[src/sv/assert_macros.svh]
// Assertion macros used by the idle/move crossfade ramp RTL.
// Each macro expands to one labeled concurrent assertion clocked on clk_i.
`ifndef ASSERT_MACROS_SVH
`define ASSERT_MACROS_SVH

// Expression holds at every clock edge out of reset.
`define ASSERT_ALWAYS(label, clk_i, rstn_i, expr, msg) \
    label: assert property (@(posedge clk_i) disable iff (!rstn_i) (expr)) else $error(msg);

// Consequent holds in the same cycle as the antecedent.
`define ASSERT_IMPLIES(label, clk_i, rstn_i, ante, cons, msg) \
    label: assert property (@(posedge clk_i) disable iff (!rstn_i) (ante) |-> (cons)) \
        else $error(msg);

// Consequent holds in the cycle after the antecedent.
`define ASSERT_NEXT(label, clk_i, rstn_i, ante, cons, msg) \
    label: assert property (@(posedge clk_i) disable iff (!rstn_i) (ante) |=> (cons)) \
        else $error(msg);

`endif

[src/sv/imcr_pkg.sv]
// Shared types and constants for the idle/move crossfade ramp.
// Used by imcr_motion, imcr_ramp and the top level idle_move_crossfade_ramp.
package imcr_pkg;

    localparam int VEL_W    = 16;
    localparam int DT_W     = 16;
    localparam int THR_W    = 16;
    localparam int DELAY_W  = 24;
    localparam int WEIGHT_W = 17;
    localparam int SQ_W     = 32;
    localparam int STEP_W   = DT_W + WEIGHT_W;

    localparam logic [WEIGHT_W-1:0] FULL_WEIGHT = 17'd65536;
    localparam logic [DELAY_W-1:0]  TIMER_MAX   = 24'hFFFFFF;

    // Configuration register indexes
    localparam logic [1:0] REG_SPEED_THRESHOLD = 2'd0;
    localparam logic [1:0] REG_IDLE_DELAY      = 2'd1;
    localparam logic [1:0] REG_FADE_RATE       = 2'd2;

    // Per-tick result of the stillness and step stage
    typedef struct packed {
        logic                still;    // squared speed at or under squared threshold
        logic                instant;  // fade rate is zero: jump to goal
        logic [DT_W-1:0]     dt;
        logic [WEIGHT_W-1:0] step;     // saturated weight step
    } tick_t;

endpackage

[src/sv/imcr_motion.sv]
// Input register and stillness/step stage of the crossfade ramp.
// Depends on imcr_pkg for widths and the tick_t struct.
module imcr_motion
(
    input  logic                           clk,
    input  logic                           rst_n,
    input  logic                           en,
    input  logic                           in_valid,
    input  logic signed [imcr_pkg::VEL_W-1:0] vel_x,
    input  logic signed [imcr_pkg::VEL_W-1:0] vel_z,
    input  logic [imcr_pkg::DT_W-1:0]      delta_time,
    input  logic [imcr_pkg::THR_W-1:0]     speed_threshold,
    input  logic [imcr_pkg::WEIGHT_W-1:0]  fade_rate,
    output logic                           tick_valid,
    output imcr_pkg::tick_t                tick
);

    logic                              s1_valid_reg;
    logic signed [imcr_pkg::VEL_W-1:0] vel_x_reg;
    logic signed [imcr_pkg::VEL_W-1:0] vel_z_reg;
    logic [imcr_pkg::DT_W-1:0]         dt_reg;

    logic                              s2_valid_reg;
    imcr_pkg::tick_t                   tick_reg;
    imcr_pkg::tick_t                   tick_next;

    logic signed [imcr_pkg::SQ_W-1:0]  sq_x;
    logic signed [imcr_pkg::SQ_W-1:0]  sq_z;
    logic [imcr_pkg::SQ_W-1:0]         sq_sum;
    logic [imcr_pkg::SQ_W-1:0]         thr_sq;
    logic [imcr_pkg::STEP_W-1:0]       step_full;

    always_comb
    begin
        sq_x      = vel_x_reg * vel_x_reg;
        sq_z      = vel_z_reg * vel_z_reg;
        // each square is at most 2^30, so the sum fits unsigned
        sq_sum    = $unsigned(sq_x) + $unsigned(sq_z);
        thr_sq    = {{imcr_pkg::THR_W{1'b0}}, speed_threshold}
                  * {{imcr_pkg::THR_W{1'b0}}, speed_threshold};
        step_full = {{imcr_pkg::WEIGHT_W{1'b0}}, dt_reg}
                  * {{imcr_pkg::DT_W{1'b0}}, fade_rate};

        tick_next.still   = (sq_sum <= thr_sq);
        tick_next.instant = (fade_rate == '0);
        tick_next.dt      = dt_reg;
        if (step_full > imcr_pkg::STEP_W'(imcr_pkg::FULL_WEIGHT))
        begin
            tick_next.step = imcr_pkg::FULL_WEIGHT;
        end
        else
        begin
            tick_next.step = step_full[imcr_pkg::WEIGHT_W-1:0];
        end
    end

    always_ff @(posedge clk or negedge rst_n)
    begin
        if (!rst_n)
        begin
            s1_valid_reg <= 1'b0;
            s2_valid_reg <= 1'b0;
        end
        else if (en)
        begin
            s1_valid_reg <= in_valid;
            s2_valid_reg <= s1_valid_reg;
        end
    end

    always_ff @(posedge clk)
    begin
        if (en)
        begin
            vel_x_reg <= vel_x;
            vel_z_reg <= vel_z;
            dt_reg    <= delta_time;
            tick_reg  <= tick_next;
        end
    end

    assign tick_valid = s2_valid_reg;
    assign tick       = tick_reg;

endmodule

[config.mk]
export PLATFORM = sky130hd
export DESIGN_NAME = imcr_motion
export DESIGN_NICKNAME = d
export VERILOG_FILES = /design/src/sv/assert_macros.svh /design/src/sv/imcr_pkg.sv /design/src/sv/imcr_motion.sv
export SDC_FILE = /design/constraint.sdc
export NUM_CORES = 2
export LEC_CHECK = 0
export ABC_AREA = 1
export BUFFER_PORTS_ARGS = -buffer_cell sky130_fd_sc_hd__clkbuf_2
export CORE_MARGIN = 4
export CORE_UTILIZATION = 55
export CTS_CLUSTER_DIAMETER = 100
export CTS_CLUSTER_SIZE = 40
export DETAILED_ROUTE_END_ITERATION = 8
export GPL_TIMING_DRIVEN = 0
export PLACE_DENSITY = 0.79
export SYNTH_ARGS = -nofsm -noshare
export SYNTH_HDL_FRONTEND = slang
export SYNTH_SLANG_ARGS = --single-unit
[constraint.sdc]
create_clock -name clk -period 11.44 [get_ports clk]
set_clock_uncertainty 0.2 [all_clocks]
set_input_delay 1.144 -clock clk [delete_from_list [all_inputs] [get_ports clk]]
set_output_delay 1.144 -clock clk [all_outputs]
set_load 0.01 [all_outputs]
Word level (Yosys, flattened, before mapping) --
Index checks and enable logic that the tools add are counted.
Word-level totals: input bits 85, flip-flop bits (word level) 85, output and inout port bits 36, word-level logic and storage cells 17
Operators by class: multiply operators 4, magnitude comparators 2, add/subtract/negate cells 1, reductions and logical operators 1
Operators by type and width (count):
- 16-bit by 16-bit multiplier with 32-bit output | 3
- 33-bit by 17-bit greater-than comparator with 1-bit output (second input constant) | 1
- 16-bit by 17-bit multiplier with 33-bit output | 1
- 32-bit adder | 1
- 32-bit <= comparator | 1
- 17-bit logical NOT | 1

Longest topological paths before layout --
depth after elaboration 3, mapped depth 40, mapped depth without buffers 39

Least setup slack after synthesis --
No wires, ideal clock.
kind register -> register, from register vel_x_reg[2] in the netlist's numbering, to register tick_reg (netlist bit tick[34]), data pin, path buffers 2, path slack 3248 ps, stages on the path, launching flop included 38, data arrival time 7732 ps, library setup time 260 ps, data required time 10980 ps, clock period less this slack 8192 ps, cell sequence edfxtp_1 > clkbuf_1 > buf_1 > nand2_1 > fa_1 > fa_1 > inv_1 > fa_1 > inv_1 > fa_1 > inv_1 > fa_1 > fa_1 > fa_1 > inv_1 > fa_1 > inv_1 > ha_1 > [2 not listed] > a21oi_1 > o21ai_0 > a21boi_1 > inv_1 > nand2_1 > nand2_1 > a21oi_1 > o21ai_1 > a21oi_1 > xnor2_1 > ha_1 > nand2_1 > nor3_1 > inv_1 > nor3_1 > nand2_1 > nand3_1 > o21ai_0
RTL lines:
- start, declared | line imcr_motion.sv:19 | logic signed [imcr_pkg::VEL_W-1:0] vel_x_reg;
- start signal, assigned | line imcr_motion.sv:75 | vel_x_reg <= vel_x;
- end signal, assigned | line imcr_motion.sv:78 | tick_reg <= tick_next;
- end, declared | line imcr_motion.sv:24 | imcr_pkg::tick_t tick_reg;

==> metrics.txt <==
CTS resizes 0; Cell Area, Synth 0.03821 mm2; Root Driver clkbuf_16; asr flop ratio synth 2.353%; GPL Wtd Cong 0.9629; TNS Setup 0 ns; DRT iter0 DRCs 2,005; WL final 90.80 mm; Crit Path Category reg -> reg; PnR worst setup slack 1.354 ns; Hold WC Path Type reg -> reg; Die Span Y 271.6 um; CTS tree yes; Reg clk slew, reported paths 0.10 ns; Synth top cells by count 1,522 x inv_1, 895 x fa_1, 860 x nand2_1, 384 x ha_1, 155 x clkbuf_1; Worst R2R Setup Slack 1.35 ns; H-tree depth 3; hold depth 0; hold wc startpoint dt_reg[4]$_DFFE_PP_; top post-synthesis cells by area fa_1 47%, inv_1 15%, ha_1 13%, nand2_1 8.4%, edfxtp_1 6.5%; fin nets 5,926; Initial DRT Pass Iterations 6; Slew @ Worst Pin 0.8848 ns; total stage count of the critical path 37; Inserted Clock Buffers 9; IO Pins 121; die area 0.07376 mm2; area of the multi-input gates 0.02934 mm2; gr usage total 25.69%; vias 28,040; Register-to-Register Path Depth 37; biggest cell delay along the critical path 0.55 ns; number of global-route vias before repair 30,180; DR WL/cell 16.51 um; worst slack, placed 1.606 ns; worst path bufs/invs 10; detailed placement HPWL 79.06 mm; fmax 99.14 MHz; Setup crit end kind flop; clock period minus final worst setup slack 10.09 ns; yosys warns 0; register area 0.002542 mm2; Final period util 88.17%; Syn Nets 5,820; Max Buffers Root-to-Sink 2; count of flip-flops with a built-in enable after synthesis 83; post-synthesis cell count 4,456; clk sink count 85; WHS 0.2470 ns; Seq/Total Area, Yosys 6.653%; first-pass GRT wire length 150.0 mm; area share of the largest cell type after synthesis 46.89%; Layout fillers 6,047; R2R Path End tick[34]$_DFFE_PP_; crit start category flop; clk_lat worst skew 0.41 ns; row cnt 96; relative slew slack 41.02%; setup bufs post-CTS 0; Die X 271.6 um; crit path max fanout 10; DRC viols 0; Hold Path End tick[21]$_DFFE_PP_; Slowest-stage cell, CP clkbuf_1; crit path DAT 10.00 ns; area grow syn2layout 5.131%; post-synthesis register bit count 85; Initial Util 55.62%; Post-DRT Antenna Nets 0; initial antenna violation count 2; RSZ-0062 raised after global routing false; RR Startpoint vel_x_reg[6]$_DFFE_PP_; vias per cell 5.100; PortBufs 94; area leader, netlist fa_1; Final Hold Fails 0; GRT overflow 0; Max Cap Viol 0; CTS Hold Bufs 0; share of layout cells above drive strength 1 3.876%; ANT cells 0; ys flop type edfxtp_1; Avg Cell Area, Syn 8.576 um2; largest net degree at the start of global routing 54; Data required, critical path 11.35 ns; most common cell in the netlist inv_1; Final Max Tran Viols 0; Distinct cells, synth 51; Crit path max-delay family adder cells; status finished clean; final setup fails 0; core area 0.06871 mm2; max reg flops 35
[stage by stage]
stage               cells  utilization, %  cell area (um2)
floorplan            4456               -            38210
global placement     5481           58.00            39850
detailed placement   5482           58.03            39870
CTS                  5498           58.47            40170
global route         5498           58.47            40170
finish               5498           58.47            40170
[final cells by class]
class	count	area share, %
Sequential cell	85	6.328
Inverter	1525	14.25
Buffer	158	1.514
Clock inverter	7	0.1931
Timing Repair Buffer	95	1.227
Tap cell	931	2.900
Multi-Input combinational cell	2688	73.03
Clock buffer	9	0.5606
[cell usage in the layout (no fill, tap or decap), types with 25 or more instances in the layout]
cell type  netlist  layout
inv_1         1522    1522
xnor2_1         51      51
ha_1           384     384
nor2_1          94      94
o21ai_0         33      33
nand4_1         25      25
fa_1           895     895
edfxtp_1        83      83
a21oi_1         99      99
xor2_1          57      57
clkbuf_2         0      93
nand3_1         38      38
clkbuf_1       155     155
nand2_1        860     860
[worst max path at each step]
stage / start / endpoint / slack, ns
finish: vel_x_reg[6]$_DFFE_PP_ / tick[34]$_DFFE_PP_ / 1.35
floorplan: vel_x_reg[2]$_DFFE_PP_ / tick[34]$_DFFE_PP_ / 3.25
detailed placement: vel_x_reg[8]$_DFFE_PP_ / tick[34]$_DFFE_PP_ / 1.61
global placement: vel_x_reg[8]$_DFFE_PP_ / tick[34]$_DFFE_PP_ / 1.61
global route: vel_x_reg[6]$_DFFE_PP_ / tick[34]$_DFFE_PP_ / 0.95
CTS: vel_x_reg[8]$_DFFE_PP_ / tick[34]$_DFFE_PP_ / 1.55
[kinds of logic (layout without fill, tap and decap cells)]
logic type	Yosys count	after routing	synth area share, %
flops	85	85	6.653
fa+ha+maj	1279	1279	59.46
xor+xnor	108	108	2.475
buf+inv	1683	1794	16.57
other cells	1	1	0.009813
simple gates	1101	1101	11.75
compound gates	199	199	3.078
[routing by layer]
metal	up-vias	wire, um	track usage (%)	share of wire, %
li1	12790	-	-	-
met1	13990	35530	33.56	39
met2	1043	45370	44.15	50
met3	214	6527	3.765	7.2
met4	2	3364	8.896	3.7
met5	-	13	0	0.014
Power is not shown: default switching activity piles up to over one toggle a cycle in this logic, so the estimate is an artifact.
