### config.mk
export PLATFORM = sky130hd
export DESIGN_NAME = imcr_ramp
export DESIGN_NICKNAME = d
export VERILOG_FILES = /design/src/sv/imcr_pkg.sv /design/src/sv/imcr_ramp.sv
export VERILOG_INCLUDE_DIRS = /design/src /design/src/sv
export SDC_FILE = /design/constraint.sdc
export NUM_CORES = 1
export LEC_CHECK = 0
export ABC_AREA = 0
export BUFFER_PORTS_ARGS = -buffer_cell sky130_fd_sc_hd__buf_2
export CORE_ASPECT_RATIO = 0.75
export CORE_MARGIN = 3
export CORE_UTILIZATION = 36
export CTS_CLUSTER_SIZE = 10
export DETAILED_ROUTE_END_ITERATION = 16
export MAX_ROUTING_LAYER = met4
export PLACE_DENSITY_LB_ADDON = 0.25
export SLEW_MARGIN = 20
export SYNTH_ARGS = -nofsm -noshare
export SYNTH_HDL_FRONTEND = slang
export SYNTH_SLANG_ARGS = --single-unit
### constraint.sdc
create_clock -name clk -period 14.5 [get_ports clk]
set_clock_uncertainty 0.15 [all_clocks]
set_input_delay 2.9 -clock clk [delete_from_list [all_inputs] [get_ports clk]]
set_output_delay 2.9 -clock clk [all_outputs]
set_load 0.03 [all_outputs]
### src/sv/assert_macros.svh
// Assertion macros used by the idle/move crossfade ramp RTL.
// Each macro expands to one labeled concurrent assertion clocked on clk_i.
`ifndef ASSERT_MACROS_SVH
`define ASSERT_MACROS_SVH

// Expression holds at every clock edge out of reset.
`define ASSERT_ALWAYS(label, clk_i, rstn_i, expr, msg) \
    label: assert property (@(posedge clk_i) disable iff (!rstn_i) (expr)) else $error(msg);

// Consequent holds in the same cycle as the antecedent.
`define ASSERT_IMPLIES(label, clk_i, rstn_i, ante, cons, msg) \
    label: assert property (@(posedge clk_i) disable iff (!rstn_i) (ante) |-> (cons)) \
        else $error(msg);

// Consequent holds in the cycle after the antecedent.
`define ASSERT_NEXT(label, clk_i, rstn_i, ante, cons, msg) \
    label: assert property (@(posedge clk_i) disable iff (!rstn_i) (ante) |=> (cons)) \
        else $error(msg);

`endif

### src/sv/imcr_pkg.sv
// Shared types and constants for the idle/move crossfade ramp.
// Used by imcr_motion, imcr_ramp and the top level idle_move_crossfade_ramp.
package imcr_pkg;

    localparam int VEL_W    = 16;
    localparam int DT_W     = 16;
    localparam int THR_W    = 16;
    localparam int DELAY_W  = 24;
    localparam int WEIGHT_W = 17;
    localparam int SQ_W     = 32;
    localparam int STEP_W   = DT_W + WEIGHT_W;

    localparam logic [WEIGHT_W-1:0] FULL_WEIGHT = 17'd65536;
    localparam logic [DELAY_W-1:0]  TIMER_MAX   = 24'hFFFFFF;

    // Configuration register indexes
    localparam logic [1:0] REG_SPEED_THRESHOLD = 2'd0;
    localparam logic [1:0] REG_IDLE_DELAY      = 2'd1;
    localparam logic [1:0] REG_FADE_RATE       = 2'd2;

    // Per-tick result of the stillness and step stage
    typedef struct packed {
        logic                still;    // squared speed at or under squared threshold
        logic                instant;  // fade rate is zero: jump to goal
        logic [DT_W-1:0]     dt;
        logic [WEIGHT_W-1:0] step;     // saturated weight step
    } tick_t;

endpackage

### src/sv/imcr_ramp.sv
// Timer, idle target and weight ramp state of the crossfade ramp; also the result register.
// Depends on imcr_pkg and assert_macros.svh.
`include "assert_macros.svh"

module imcr_ramp
(
    input  logic                            clk,
    input  logic                            rst_n,
    input  logic                            tick_valid,
    input  imcr_pkg::tick_t                 tick,
    input  logic [imcr_pkg::DELAY_W-1:0]    idle_delay,
    input  logic                            out_ready,
    output logic                            out_valid,
    output logic [imcr_pkg::WEIGHT_W-1:0]   move_weight,
    output logic                            idle_target,
    output logic                            en
);

    logic                            out_valid_reg;
    logic [imcr_pkg::WEIGHT_W-1:0]   weight_reg;
    logic [imcr_pkg::WEIGHT_W-1:0]   weight_next;
    logic                            target_reg;
    logic                            target_next;
    logic [imcr_pkg::DELAY_W-1:0]    still_time_reg;
    logic [imcr_pkg::DELAY_W-1:0]    still_time_next;

    logic                            upd;
    logic [imcr_pkg::DELAY_W:0]      still_sum;
    logic [imcr_pkg::DELAY_W-1:0]    still_sat;
    logic [imcr_pkg::WEIGHT_W-1:0]   goal;
    logic [imcr_pkg::WEIGHT_W-1:0]   gap;
    logic [imcr_pkg::WEIGHT_W-1:0]   delta;

    assign en  = !out_valid_reg || out_ready;
    assign upd = en && tick_valid;

    always_comb
    begin
        still_sum = {1'b0, still_time_reg}
                  + {{(imcr_pkg::DELAY_W + 1 - imcr_pkg::DT_W){1'b0}}, tick.dt};
        still_sat = still_sum[imcr_pkg::DELAY_W] ? imcr_pkg::TIMER_MAX
                                                 : still_sum[imcr_pkg::DELAY_W-1:0];
        if (tick.still)
        begin
            still_time_next = still_sat;
            target_next     = target_reg || (still_sat >= idle_delay);
        end
        else
        begin
            still_time_next = '0;
            target_next     = 1'b0;
        end

        goal = target_next ? '0 : imcr_pkg::FULL_WEIGHT;
        // never step past the goal
        gap   = (goal > weight_reg) ? (goal - weight_reg) : (weight_reg - goal);
        delta = (tick.step < gap) ? tick.step : gap;
        if (tick.instant)
        begin
            weight_next = goal;
        end
        else if (goal > weight_reg)
        begin
            weight_next = weight_reg + delta;
        end
        else
        begin
            weight_next = weight_reg - delta;
        end
    end

    always_ff @(posedge clk or negedge rst_n)
    begin
        if (!rst_n)
        begin
            out_valid_reg  <= 1'b0;
            weight_reg     <= imcr_pkg::FULL_WEIGHT;
            target_reg     <= 1'b0;
            still_time_reg <= '0;
        end
        else
        begin
            if (en)
            begin
                out_valid_reg <= tick_valid;
            end
            if (upd)
            begin
                weight_reg     <= weight_next;
                target_reg     <= target_next;
                still_time_reg <= still_time_next;
            end
        end
    end

    assign out_valid   = out_valid_reg;
    assign move_weight = weight_reg;
    assign idle_target = target_reg;

    `ASSERT_ALWAYS(a_weight_range, clk, rst_n, weight_reg <= imcr_pkg::FULL_WEIGHT, "weight above full scale")
    `ASSERT_IMPLIES(a_ramp_direction, clk, rst_n, upd, target_next ? (weight_next <= weight_reg) : (weight_next >= weight_reg), "weight moved away from its goal")
    `ASSERT_NEXT(a_instant_jump, clk, rst_n, upd && tick.instant, weight_reg == (target_reg ? '0 : imcr_pkg::FULL_WEIGHT), "zero fade rate did not reach the goal")
    `ASSERT_NEXT(a_motion_clears, clk, rst_n, upd && !tick.still, still_time_reg == '0 && !target_reg, "motion left timer or idle target set")

endmodule

* After elaboration in Yosys (flattened, before gate mapping)
Index checks and enable logic that the tools add are counted.
Widths: inputs -> output; s select.
** Storage, ports and cells
- Logic and storage cells :: 24
- Register bits :: 43
** Cells by class
- Multiplexer cells :: 8
- Reduce and logical (&&, ||, !) cells :: 4
- Magnitude comparators :: 3
- Add/subtract/negate cells :: 5
** Operators with widths (count)
- $mux 17 :: 5
- $sub 17x17->17 :: 3
- $mux 24 :: 2
- $add 24x16->25 :: 1
- $ge 24x24->1 :: 1
- $add 17x17->17 :: 1
- $gt 17x17->1 :: 1
- $lt 17x17->1 :: 1
- $logic_or 1x1->1 :: 2
- $logic_and 1x1->1 :: 1
- $logic_not 1->1 :: 1
- $mux 1 :: 1

* Longest topological paths before layout
Gate-level depths: netlist (run 1).
- Depth after elaboration :: 13
- Mapped depth :: 55

* Least setup slack after synthesis (run 1)
OpenSTA, ideal clock, no wires.
- Path type :: input-to-reg
- Start :: input tick[17] (netlist name)
- End :: register weight_reg, in the netlist move_weight[16]
- Path slack :: 870 ps
- Path buffers :: 5
- Arrival :: 13402 ps
- Stages :: 53
- Cell sequence :: ha_1 -> fa_1 -> a21o_1 -> a21oi_1 -> o211ai_1 -> a41oi_1 -> nor4_1 -> o21a_1 -> nand3_1 -> clkbuf_1 -> nand2_1 -> ha_1 -> a21o_1 -> a21o_1 -> a21oi_1 -> o21ai_0 -> a21oi_1 -> o31a_1 -> [17 not listed] -> nand2_1 -> o21ai_0 -> inv_1 -> ha_1 -> nor4b_1 -> a22oi_1 -> a22oi_4 -> xnor2_1 -> ha_1 -> a21o_1 -> a21oi_1 -> a2bb2oi_1 -> o31ai_1 -> or4_1 -> a41oi_1 -> nand3_1 -> mux2_4 -> a41oi_2
** On the way
- Word-level cells in the longest chain between the ends :: 13
- Elaborated cells on any way between the ends :: 16
- Those cells by class :: add/sub (5); order compare (3); mux (7); reduce/logical (1)
** RTL lines
- start, declared :: RTL line imcr_ramp.sv:10 : input imcr_pkg::tick_t tick,
- $add 24x16->25 (*) :: RTL line imcr_ramp.sv:40 : + {{(imcr_pkg::DELAY_W + 1 - imcr_pkg::DT_W){1'b0}}, tick.dt};
- $mux 24 (*) :: RTL line imcr_ramp.sv:41 : still_sat = still_sum[imcr_pkg::DELAY_W] ? imcr_pkg::TIMER_MAX
- $ge 24x24->1 (*) :: RTL line imcr_ramp.sv:46 : target_next = target_reg || (still_sat >= idle_delay);
- $logic_or 1x1->1 (*) :: RTL line imcr_ramp.sv:46
- $mux 1 (*) :: RTL line imcr_ramp.sv:43 : if (tick.still)
- $mux 17 (*) :: RTL line imcr_ramp.sv:54 : goal = target_next ? '0 : imcr_pkg::FULL_WEIGHT;
- $sub 17x17->17 or $gt 17x17->1 (tied branches) :: RTL line imcr_ramp.sv:56, imcr_ramp.sv:62
- $mux 17 :: RTL line imcr_ramp.sv:56 : gap = (goal > weight_reg) ? (goal - weight_reg) : (weight_reg - goal);
- $lt 17x17->1 :: RTL line imcr_ramp.sv:57 : delta = (tick.step < gap) ? tick.step : gap;
- $mux 17 :: RTL line imcr_ramp.sv:57
- $sub 17x17->17 or $add 17x17->17 (tied branches) :: RTL line imcr_ramp.sv:68, imcr_ramp.sv:64
- $mux 17 :: RTL line imcr_ramp.sv:62 : else if (goal > weight_reg)
- $mux 17 (*) :: RTL line imcr_ramp.sv:58 : if (tick.instant)
- end signal, assigned :: RTL line imcr_ramp.sv:77 : weight_reg <= imcr_pkg::FULL_WEIGHT;
- end signal, assigned :: RTL line imcr_ramp.sv:89 : weight_reg <= weight_next;
- end, declared :: RTL line imcr_ramp.sv:20 : logic [imcr_pkg::WEIGHT_W-1:0] weight_reg;
Every way passes the cells marked *; elsewhere a longest branch is shown, timed or not.
A chain may end at the register's enable or synchronous reset.

* Worst setup path after layout (run 1)
- Start :: input tick[18] (netlist name)
- End :: register weight_reg, in the netlist move_weight[16]
The elaborated chain is that of the path after synthesis.

==> metrics.md, run 1 <==
| Metric | Value |
|---|---|
| Multi-input logic area | 4300 µm² |
| Vias | 5,470 |
| Max reg flops | 24 |
| Post-Syn Nets | approximately 850 |
| Crit-path max cell delay | 0.47 ns |
| Synth cell types | 77 |
| Most Crowded Layer GR | met1 |
| Setup repair bufs after CTS | 0 |
| Final Hold Vio Count | 0 |
| Min setup slack post-route | about 0.80 ns |
| Port bufs | 82 |
| Initial antenna violation count | 0 |
| Fill cells | 1,587 |
| Starting Density | 0.369 |
| Crit-path slowest cell | or4_1 |
| GRT Overall Usage | 0.191 |
| Setup crit end kind | register |
| Core Footprint | about 15,000 µm² |
| GR Layer Usage met2 | 0.255 |
| Period minus WS final | around 14 ns |
| Non-filler cells, final | 997 |
| YS warnings | 0 |
| Ranking of synthesized cells by area | dfrtp_1, ha_1, o21ai_0, nand2_1, xnor2_1 |
| Mapped Area | 5650 µm² |
| Post-Syn Instances | around 700 |
| Most common cell in the netlist | ha_1 |
| Worst hold path class | register to register |
| Post-layout util | 0.422 |
| Share of layout cells above drive strength 1 | 0.160 |
| DRT iter0 DRCs | 470 |
| Global-route wire length before repair | 25.9 mm |
| Clock buffer depth | 2 |
| CTS tree | built |
| Top FF cell, synth | dfrtp_1 |
| Inst Count DP | 989 |
| Num ports | 83 |
| Number of synthesized flops with an enable pin | 0 |
| Die Ht | approximately 110 µm |
| Final wirelength | around 16 mm |
| Nets | 932 |
| # DRC | 0 |
| Hpwl dp | 12.7 mm |
| Die W | 151 µm |
| Num rows | 39 |
| # clock sinks | 43 |
| Overall die area | roughly 17,000 µm² |
| Met3 GRT Util | 0.0368 |
| Critical path's most frequent cell | ha_1 |
| Synth Area per Inst | about 7.9 µm² |
| Grt met1 use | 0.296 |
| H-tree Lvls | 2 |
| Post-synthesis sequential area ratio | 0.191 |
| Total CTS buffers | 5 |
| Crit-path max FO | 8 |
| Place WS | 0.211 ns |
| Most frequent cells after synthesis | ha_1, nand2_1, o21ai_0 |
| Via density | between 5 and 6 |
| Fin area | 6470 µm² |
| Gr ovfl total | 0 |
| Router iterations before antenna repair | 6 |
| Outcome | complete, no violations |
| Synth top area share | 0.186 |
| Fmax | 73.0 MHz |
| CTS Root Buffer Type | clkbuf_16 |
| Diode count | 0 |
| CP required | 14.57 ns |
| Rel. slew slack | 0.547 |
| Slew Viols, Final | 0 |
| Period utilization | 0.945 |
| Slew @ Worst Pin | 0.672 ns |
| Fraction of registers with async set/reset | 1.00 |
| Vias in the first global route | 4,964 |
| Seq cells post-synth | 43 |
| Skew-Pair Late Insertion Delay | ~0.29 ns |
| Leading area contributor after synthesis | dfrtp_1 |
| CP arrival | 13.77 ns |
| Setup CP Type | input pin to register |
| Drt wl/cell | between 15 and 20 µm |
| Register area | 1080 µm² |
| Post-DP Area | 6310 µm² |
| Clk slew on worst S/H paths | 0.07 ns |
| Gpl congestion | 0.902 |
| ANT nets after route | 0 |
| Worst setup SP type | input pin |
| Max Cap Viol | 0 |
| P&R area growth vs syn | 14.5% |
| Final-report setup violation count | 0 |
| Largest net degree at the start of global routing | between 40 and 50 |
[worst max-delay path, delay by kind of cell]
| kind | cells | cell delay (ns) |
|---|---|---|
| AND/OR/NAND/NOR | 10 | 2.22 |
| multiplexers | 1 | 0.28 |
| XOR/XNOR | 2 | 0.38 |
| buffers and inverters | 2 | 0.21 |
| AO/OA/AOI/OAI | 24 | 5.80 |
| adder cells (fa/ha/maj) | 7 | 1.96 |
[path summary, 6_finish.rpt]
path,depth (start not counted),end,from,slack [ns]
hold reg to reg,2,still_time_reg[0],still_time_reg[0],0.34
setup reg to reg,45,move_weight[16],still_time_reg[1],3.12
min in group asynchronous,2,still_time_reg[17],rst_n,2.54
max in group asynchronous,2,still_time_reg[9],rst_n,11.24
hold / removal,2,still_time_reg[0],still_time_reg[0],0.34
setup / recovery,46,move_weight[16],tick[18],0.80
[cell type report]
cell class	instances	share of cell area
inverter	51	0.0296
tap	205	0.0396
clock inverter	2	0.00193
multi-input combinational	596	0.665
clock buffer	6	0.0199
timing repair buffer	94	0.0773
sequential	43	0.166
[what timing repair did]
item | 4_1_cts | 5_1_grt
hold endpoints to repair | 0 | 0
hold buffers | 0 | 0
resized for setup | 0 | 5
setup endpoints to repair | 0 | 3
[cell families after synthesis]
| family | synth area share |
|---|---|
| buffers and inverters | 0.0520 |
| AND/OR/NAND/NOR | 0.200 |
| XOR/XNOR | 0.0834 |
| multiplexers | 0.00996 |
| flip-flops | 0.191 |
| adder cells (fa/ha/maj) | 0.175 |
| AO/OA/AOI/OAI | 0.289 |
[metrics by stage]
step / hold slack (ns) / TNS [ns]
final: 0.343 / 0
after CTS: 0.349 / 0
after global routing: 0.380 / -0.00428
after floorplan: 0.304 / 0
after global placement: 0.334 / 0
after detailed placement: 0.334 / 0
[routing by layer]
layer / up-vias / share of wire
li1: 2796 / -
met1: 2519 / 0.54
met2: 142 / 0.40
met3: 13 / 0.054
met4: 0 / 0.0070
met5: - / 0
[cell usage in the layout, fill, tap and decap left out, drive strengths merged, types with 26 or more instances in the layout]
| cell type | count |
|---|---|
| dfrtp | 42 |
| a21oi | 46 |
| nor2 | 48 |
| ha | 76 |
| xor2 | 26 |
| nand2 | 68 |
| xnor2 | 27 |
| buf | 94 |
| o21ai | 62 |
| inv | 51 |
Power of run 1 is not shown: default switching activity piles up to over one toggle a cycle in this logic, so the estimate is an artifact.
==> inputs of run 2 (changes only) <==
--- a/config.mk
+++ b/config.mk
@@ -15,6 +15,7 @@
 export DETAILED_ROUTE_END_ITERATION = 16
 export MAX_ROUTING_LAYER = met4
 export PLACE_DENSITY_LB_ADDON = 0.25
+export RECOVER_POWER = 100
 export SLEW_MARGIN = 20
 export SYNTH_ARGS = -nofsm -noshare
 export SYNTH_HDL_FRONTEND = slang
==> constraint.sdc (replaced) <==
create_clock -name clk -period 12 [get_ports clk]
set_clock_uncertainty 0.15 [all_clocks]
set_input_delay 2.4 -clock clk [delete_from_list [all_inputs] [get_ports clk]]
set_output_delay 2.4 -clock clk [all_outputs]
set_load 0.03 [all_outputs]
==> run 2 against run 1 <==
Against the previous run:
- the run now ends with capacitance limit, slew limit left
- count of clock-buffer cells in the layout down 1
- cell count grew 13%
- via count rose by 9.6%
- highest routed layer unchanged
- register-to-register slack got worse by 1.2 ns
- hold slack improved by 0.018 ns
- first-iteration DRC count down 22%
- sequential cell count unchanged
- setup slack got worse by 0.67 ns
- non-clock buffer count increased by 130
==> metrics.md, run 2 (synthesized netlist as in run 1, its figures left out) <==
| Metric | Value |
|---|---|
| Skew-Pair Late Insertion Delay | 0.29 ns (about the same) |
| Inst Count DP | 1,096 (was 989) |
| Slew @ Worst Pin | 2.54 ns (was 0.672 ns) |
| Total CTS buffers | 5 (unchanged) |
| Share of layout cells above drive strength 1 | 0.320 (was 0.160) |
| Largest net degree at the start of global routing | 44 (unchanged) |
| H-tree Lvls | 2 (unchanged) |
| Die W | 151 µm (unchanged) |
| Multi-input logic area | 4640 µm² (was 4300 µm²) |
| Setup crit end kind | register (unchanged) |
| Router iterations before antenna repair | 5 (was 6) |
| CP required | 12.07 ns (was 14.57 ns) |
| # DRC | 0 (unchanged) |
| Non-filler cells, final | 1,127 (was 997) |
| Outcome | complete, but fails checks (was complete, no violations) |
| Period utilization | 0.989 |
| Fmax | about 84 MHz |
| CTS tree | built (unchanged) |
| Rel. slew slack | -0.691 (was 0.547) |
| Slew Viols, Final | 44 (was 0) |
| Global-route wire length before repair | 28.2 mm (was 25.9 mm) |
| Register area | 1080 µm² (unchanged) |
| Final setup TNS | 0 ns (unchanged) |
| CP arrival | 11.94 ns (was 13.77 ns) |
| Crit-path max cell delay | 0.54 ns (was 0.47 ns) |
| Final-report setup violation count | 0 (unchanged) |
| Setup CP Type | input pin to register (unchanged) |
| Crit-path slowest cell | or4_4 (was or4_1) |
| Port bufs | 82 (unchanged) |
| Nets | 1,062 (was 932) |
| Vias | 5,994 (was 5,470) |
| CP bufs+invs | 5 (was 2) |
| Vias in the first global route | 5,645 (was 4,964) |
| Overall die area | 17,300 µm² (unchanged) |
| Worst hold path class | register to register (unchanged) |
| Worst setup SP type | input pin (unchanged) |
| CP delay by family, top | compound AO/OA/AOI/OAI gates (unchanged) |
| Commonest non-fill, non-tap cell in the layout | buf_4 (was buf_2) |
| Initial antenna violation count | 0 (unchanged) |
| Clock buffer depth | 2 (unchanged) |
| Post-DP Area | 7270 µm² (was 6310 µm²) |
| Gpl congestion | 0.878 (was 0.902) |
| Max reg flops | 24 (unchanged) |
| Hpwl dp | 13.8 mm (was 12.7 mm) |
| DRT iter0 DRCs | 366 (was 470) |
| Commonest cells after routing, fill and taps aside | buf_4, ha_1, buf_2 (was buf_2, ha_1, nand2_1) |
| Critical path's most frequent cell | ha_4 (was ha_1) |
| Max Cap Viol | 1 (was 0) |
| Diode count | 0 (unchanged) |
| GRT Overall Usage | 0.207 (was 0.191) |
| Fin area | 7860 µm² (was 6470 µm²) |
| Gr ovfl total | 0 (unchanged) |
| Fill cells | 1,493 (was 1,587) |
| Period minus WS final | around 12 ns |
| Final Hold Vio Count | 0 (unchanged) |
| Core Footprint | 15,300 µm² (unchanged) |
| Clk slew on worst S/H paths | 0.07 ns (about the same) |
| Drt wl/cell | 15.6 µm (was 16.0 µm) |
| Via density | 5.32 (was 5.49) |
| CTS Root Buffer Type | clkbuf_16 (unchanged) |
| ANT nets after route | 0 (unchanged) |
| Num rows | 39 (unchanged) |
| P&R area growth vs syn | 39.0% (was 14.5%) |
| Final wirelength | 17.6 mm (was 16.0 mm) |
| Failing checks | capacitance limit, slew limit |
| Num ports | 83 (unchanged) |
| RSZ-0062 raised after global routing | yes |
| Starting Density | 0.369 (unchanged) |
| Die Ht | 115 µm (unchanged) |
| # clock sinks | 43 (unchanged) |
| Crit-path max FO | 4 (was 8) |
| Fin Hold WS | 0.361 ns (was 0.343 ns) |
==> run 2: cell types whose count changed in the layout (fill, tap and decap cells not counted), sizes merged <==
cell | previous run | this run
clkbuf | 6 | 18
clkinv | 1 | 2
buf | 94 | 211
bufinv | 0 | 1
clkinvlp | 1 | 0
==> run 2: area by class of cell <==
type | instances | area share
Tap cell | 205 | 0.0326
Inverter | 51 | 0.0244
Clock inverter | 3 | 0.00557
Multi-Input combinational cell | 596 | 0.591
Clock buffer | 5 | 0.0159
Sequential cell | 43 | 0.137
Timing Repair Buffer | 224 | 0.193
==> run 2: metal layers <==
metal / GRT usage / wire, µm / up-vias
li1: - / - / 3061
met1: 0.321 / 9460 / 2801
met2: 0.290 / 7310 / 124
met3: 0.0309 / 728 / 8
met4: 0.0248 / 87 / 0
met5: - / 0 / -
==> run 2: worst register-to-register path, delay by kind of cell, from the launching register on <==
family / cells / cell delay, ns
xor+xnor: 2 / 0.33
mux: 1 / 0.28
flops: 1 / 0.42
simple gates: 12 / 2.14
compound gates: 24 / 4.53
buf+inv: 4 / 0.38
fa+ha+maj: 8 / 1.80
==> run 2: per-stage QoR <==
stage / utilization / worst slack (ns)
after global routing: 0.513 / -0.320
final: 0.513 / 0.133
after detailed placement: 0.475 / -0.668
after CTS: 0.495 / 0.00663
after global placement: 0.475 / -0.532
after floorplan: - / 0.00692
==> run 2: final timing paths <==
check                                     end  cells past startpoint         startpoint  slack [ns]
max reg2reg                   move_weight[16]                     51  still_time_reg[0]        1.90
min reg2reg                 still_time_reg[8]                      1  still_time_reg[8]        0.36
min in group asynchronous  still_time_reg[18]                      2              rst_n        2.84
max                           move_weight[16]                     52           tick[17]        0.13
min                         still_time_reg[8]                      1  still_time_reg[8]        0.36
max in group asynchronous   still_time_reg[4]                      2              rst_n        7.42
==> run 2: timing repair <==
| item | 4_1_cts | 5_1_grt |
|---|---|---|
| setup endpoints to repair | 3 | 8 |
| pin swaps | 13 | 50 |
| gates resized for setup | 10 | 40 |
| setup buffers | 9 | 14 |
| hold buffers | 0 | 0 |
| endpoints found under the hold margin | 0 | 0 |
Power of run 2 is left out for the same reason.
